## config.mk

```make
export PLATFORM = sky130hd
export DESIGN_NAME = rlh_ctrl
export DESIGN_NICKNAME = d
export VERILOG_FILES = /design/src/design/rlh_pkg.sv /design/src/design/rlh_ctrl.sv
export SDC_FILE = /design/constraint.sdc
export NUM_CORES = 1
export LEC_CHECK = 0
export BUFFER_PORTS_ARGS = -buffer_cell sky130_fd_sc_hd__buf_2
export CORE_AREA = 4 4 41 43
export CTS_CLUSTER_DIAMETER = 100
export DETAILED_ROUTE_END_ITERATION = 7
export DIE_AREA = 0 0 45 47
export PLACE_DENSITY = 0.31
export RECOVER_POWER = 100
export SETUP_SLACK_MARGIN = 0.05
export SYNTH_ARGS = -nofsm -noshare
export SYNTH_HDL_FRONTEND = slang
export SYNTH_SLANG_ARGS = --single-unit
```

## constraint.sdc

```tcl
create_clock -name clk -period 1.1 [get_ports clk]
set_input_delay 0.11 -clock clk [delete_from_list [all_inputs] [get_ports clk]]
set_output_delay 0.11 -clock clk [all_outputs]
set_load 0.05 [all_outputs]
```

## src/design/rlh_pkg.sv

```systemverilog
// package for the region luma histogram unit
// holds field widths, operation and register codes, controller types
// no dependencies

package rlh_pkg;

  localparam int OP_W       = 2;
  localparam int COORD_W    = 12;
  localparam int SIZE_W     = 13;
  localparam int LUMA_W     = 8;
  localparam int BIN_W      = 8;
  localparam int NUM_BINS   = 256;
  localparam int COUNT_W    = 25;
  localparam int CFG_IDX_W  = 3;
  localparam int CFG_DATA_W = 13;

  localparam logic [COUNT_W-1:0] COUNT_MAX = {COUNT_W{1'b1}};

  typedef enum logic [OP_W-1:0] {
    OP_CLEAR = 2'd0,
    OP_PIXEL = 2'd1,
    OP_READ  = 2'd2
  } op_t;

  typedef enum logic [CFG_IDX_W-1:0] {
    REG_LEFT   = 3'd0,
    REG_TOP    = 3'd1,
    REG_WIDTH  = 3'd2,
    REG_HEIGHT = 3'd3,
    REG_ALT    = 3'd4
  } reg_idx_t;

  typedef enum logic {
    ST_IDLE,
    ST_LOOKUP
  } state_t;

  // controller to datapath
  typedef struct packed {
    logic ready;
    logic read_en;
    logic clear;
    logic write_en;
    logic load_out;
  } cmd_t;

  // datapath to controller
  typedef struct packed {
    logic            item_valid;
    logic [OP_W-1:0] item_op;
    logic            item_hit;
    logic            out_free;
  } sts_t;

endpackage

```

## src/design/rlh_ctrl.sv

```systemverilog
// controller state machine for the region luma histogram unit
// depends on rlh_pkg; drives commands to rlh_datapath from its status

module rlh_ctrl
  import rlh_pkg::*;
(
  input  logic clk,
  input  logic rst,
  input  sts_t sts,
  output cmd_t cmd
);

  state_t state;
  state_t state_next;
  logic   cur_read;
  logic   cur_read_next;

  always_ff @(posedge clk) begin
    if (rst) begin
      state    <= ST_IDLE;
      cur_read <= 1'b0;
    end else begin
      state    <= state_next;
      cur_read <= cur_read_next;
    end
  end

  always_comb begin
    state_next    = state;
    cur_read_next = cur_read;
    cmd           = '0;
    case (state)
      ST_IDLE: begin
        cmd.ready = 1'b1;
        if (sts.item_valid) begin
          case (op_t'(sts.item_op))
            OP_CLEAR: cmd.clear = 1'b1;
            OP_PIXEL: begin
              // pixels outside the region finish here
              if (sts.item_hit) begin
                cmd.read_en   = 1'b1;
                cur_read_next = 1'b0;
                state_next    = ST_LOOKUP;
              end
            end
            OP_READ: begin
              cmd.read_en   = 1'b1;
              cur_read_next = 1'b1;
              state_next    = ST_LOOKUP;
            end
            default: ;
          endcase
        end
      end
      ST_LOOKUP: begin
        if (!cur_read) begin
          cmd.write_en = 1'b1;
          state_next   = ST_IDLE;
        end else if (sts.out_free) begin
          cmd.load_out = 1'b1;
          state_next   = ST_IDLE;
        end
      end
      default: state_next = ST_IDLE;
    endcase
  end

endmodule

```

After elaboration in Yosys (flattened, before gate mapping)
Cells that the tools add are included.
Word-level totals
  input bits: 7
  output and inout bits: 5
  word-level logic and storage cells: 24
  register bits: 2
Cells by class
  reduce and logical (&&, ||, !) cells: 3
  equal/unequal tests: 3
  bitwise logic cells: 1
  mux-type cells: 15
Operator list (count)
  $mux 1: 9
  $pmux 1 s2: 3
  $mux 2: 2
  $reduce_and 4->1: 1
  $mux 3: 1
  $eq 2x1->1 const B: 1
  $eq 2x2->1 const B: 1
  $logic_not 2->1: 1
  $ne 2x2->1 const B: 1
  $reduce_bool 2->1: 1
  $not 1->1: 1

Depth between registers and ports, before layout
  depth after elaboration: 4
  depth in mapped cells: 5
  depth with buffers taken out: 5

Worst setup path after synthesis
OpenSTA, ideal clock, no wires.
  path type: register to output
  start: register state
  end: output port cmd[1] in the netlist's numbering
  path buffers: 0
  arrival time: 1.283 ns
  path slack: -0.293 ns
  cell stages (with the launch flop): 3
  data required time: 0.990 ns
  cells stage by stage: dfxtp_1 -> inv_1 -> nor2_1
RTL lines
  from (decl): line rlh_ctrl.sv:13  | state_t state;
  from (signal assigned): line rlh_ctrl.sv:23  | state <= state_next;
  to (decl): line rlh_ctrl.sv:10  | output cmd_t cmd

==> qor_table.md <==
| Stage | Result | This run |
|:---|:---|:---|
| setup path | Logic depth of the worst path, buffers included | 3 |
| yosys | Cell count after synthesis | 22 |
| cells and area | Net count, final | 51 |
| sta | Endpoints failing setup | 0 |
| setup path | Delay contributed by the slowest stage of the critical path | 0.35 ns |
| floorplan | Std-Cell Core Area | 1300 sq um |
| sta | Number of endpoints with negative hold slack in the final report | 0 |
| cells and area | Post-layout instance area | 405 sq um |
| yosys | Number of synthesized register bits | 2 |
| power and ir drop | Design Power | 345 uW |
| drt | DR DRC count | 0 |
| setup path | Count of buffering cells on the critical path with inverters included | 2 |
| setup path | Top fanout value on the critical path | 4 |
| cells and area | Layout area overhead | 116% |
| yosys | Post-synth top area cell | sky130_fd_sc_hd__dfxtp_1 |
| setup path | Type of the setup path with the least slack | reg2out |
| setup path | R2R Setup Slk | 0.04 ns |
| drt | Via total after detailed routing | 204 |
| sta | Unrepaired setup endpoints after global routing | true |
| yosys | Post-synthesis cell area | 188 sq um |
| sta | Max-slew headroom | 0.719 |
| run status | Run status | finished clean |
| drt | Number of routed nets with antenna violations | 0 |
| yosys | Yosys warnings | 0 |
| drt | First-pass iteration count of the detailed router | 2 |
| place | Weighted congestion reported at the end of routability-driven placement | 0.660 |
| setup path | Cell chain of the critical path | clkinvlp_4 -> and3_4 -> buf_6 |
| yosys | Syn_area_per_cell | 8.53 sq um |
| cells and area | Post-route insts no fill | 54 |
| sta | Maximum clock frequency | 911 MHz |
| setup path | CP Capture Point | cmd[2] |
| yosys | Fraction of the yosys area taken by sequential cells | 0.213 |
| sta | Hold Worst Slack | 0.108 ns |
| sta | Pin slew with the least headroom to its limit | 0.421 ns |
| yosys | Unique masters post-synth | 12 |
| clock tree | Clock latency of the later-clocked register in the worst-skew pair | 0.22 ns |
| cells and area | Commonest cells after routing, fill and taps aside | sky130_fd_sc_hd__buf_2, sky130_fd_sc_hd__buf_6, sky130_fd_sc_hd__inv_1, sky130_fd_sc_hd__ha_1, sky130_fd_sc_hd__clkbuf_4 |
| place | Worst Setup Slack post-DPL | -0.0529 ns |
| setup path | R2r worst-path depth | 5 |
| global routing | Vias in the first global route | 219 |
| yosys | Cells taking the most area after synthesis | sky130_fd_sc_hd__dfxtp_1, sky130_fd_sc_hd__ha_1, sky130_fd_sc_hd__nand3b_4 |
| worst hold path | HP Class | in2reg |
| setup path | Crit start category | flip-flop |
| floorplan | Overall die height | 47 microns |
| power and ir drop | Pwr Density | 851 nW/um^2 |
| global routing | Overall track demand over capacity in global routing | 0.0631 |
| setup path | Crit-path leading delay family | flip-flops |
| cells and area | Layout cells sized above 1 | 0.692 |
| global routing | Remaining global-route overflow | 0 |
| setup path | Setup crit end kind | output port |
| yosys | Synth Net Count | 32 |
| place | Half-perimeter wire length after placement | 407 microns |
| global routing | Pin count of the biggest net entering global routing | 5 |
| setup path | Worst r2r dst | state |
| drt | Post-DR vias/cell | 3.78 |
| clock tree | TritonCTS clock tree | yes |
| clock tree | Clk root buf | sky130_fd_sc_hd__clkbuf_4 |
| sta | Period minus WS final | 1.10 ns |
| worst hold path | Worst hold path stage count | 2 |
| drt | Routed wire length | 512 microns |
| power and ir drop | Worst supply voltage drop on vdd | 0.369 mV |
| floorplan | Initial standard-cell utilization of the core | 0.144 |
| setup path | Crit Reg-Reg Startpoint | state |
| cells and area | Fill count | 144 |
| sta | Slack of the critical path | 0.00246 ns |
| place | Port bufs | 11 |
| sta | Final clock skew | 0.000477 ns |
| floorplan | Boundary pin count | 12 |
| drt | Drt wl/cell | 9.48 microns |
| cells and area | Diodes inserted | 0 |
| clock tree | Clock buffers created by TritonCTS | 3 |
| sta | Total count of max-transition violations in the final report | 0 |
| clock tree | Post-CTS Hold Fix Bufs | 0 |
| cells and area | Most common cell after layout, fill and taps aside | sky130_fd_sc_hd__buf_2 |
| yosys | Area share of the largest cell type after synthesis | 0.213 |
| setup path | Data arrival time of the critical path | 0.99 ns |
| job | Maximum capacitance violations | 0 |
| floorplan | Chip width | 45 microns |
| clock tree | Clock transition at the registers of the reported paths | 0.03 ns |
| place | Area after detailed placement | 302 sq um |
| setup path | Worst path required time | 0.99 ns |
| power and ir drop | Cell leakage power | 0.000199 uW |
| setup path | Crit path from | state |
| clock tree | Number of levels in the clock H-tree | 1 |
| sta | Final clock period utilization by the worst path | 0.998 |
| clock tree | Number of clock sinks | 2 |
| clock tree | Deepest clock path buffer count | 2 |
| place | Placed insts | 50 |
| drt | First DRT Iteration DRCs | 3 |
| global routing | Antenna violations before repair | 0 |
| floorplan | Die area | 2120 sq um |
| global routing | Global-route wire length before repair | 952 microns |
| setup path | Critical-path cell with the highest stage delay | sky130_fd_sc_hd__dfxtp_4 |
| floorplan | Num rows | 13 |
-- synth_stat cells, drive strengths merged --
library cell,instances
ha,3
o22a,1
dfxtp,2
nand2,1
nand3b,1
nor2b,2
and3,2
inv,4
o21ai,1
o41ai,1
nor2,3
a21oi,1
-- registers in the layout (all words and copies together) (netlist names) --
register / count
cur_read: 1
state: 1
-- final cells by class --
cell class                 instances  area (sq um)  area share
multi-input combinational         16           180       0.444
timing repair buffer              14           118       0.290
sequential                         2          47.5       0.117
clock buffer                       3          22.5      0.0556
inverter                           4          18.8      0.0463
tap                               15          18.8      0.0463
-- what timing repair did --
action / 4_1_cts / 5_1_grt
hold endpoints to repair: 0 / 0
buffers inserted: 1 / 0
endpoints found under the setup margin: 5 / 7
pin swaps: 2 / 2
gates resized for setup: 11 / 8
-- stage by stage --
step / TNS (ns) / utilization
3_5_place_dp: -0.0912 / 0.232
6_report: 0 / 0.312
3_3_place_gp: -0.0759 / 0.232
2_1_floorplan: -0.00511 / -
5_1_grt: -0.0623 / 0.312
4_1_cts: -0.0156 / 0.280
-- kinds of logic after synthesis --
logic type                 Yosys count  synth area share
AOI/OAI and AO/OA                    4             0.187
DFF                                  2             0.213
adders and majority gates            3             0.200
and+or+nand+nor                      9             0.320
buffers and inverters                4            0.0800
-- worst min-delay path by stage --
stage / slack, ns / to / from
after floorplan: 0.17 / state / rst
after global placement: 0.31 / state / rst
after detailed placement: 0.31 / state / rst
after CTS: 0.07 / state / rst
after global routing: 0.10 / state / rst
final: 0.11 / state / rst
-- power breakdown --
part	switching (uW)	internal, uW
registers	3.28	72.4
clock network	36.3	120
logic	60.4	52.6
-- routing by layer --
layer	wire [microns]	part of all wire	vias to the layer above	global-route usage
li1	-	-	108	-
met4	0	0	0	0.0526
met5	0	0	-	0
met3	50	0.098	0	0.0345
met2	262	0.51	9	0.0989
met1	198	0.39	87	0.0611
Note: power is estimated with default switching activity, not from simulation.
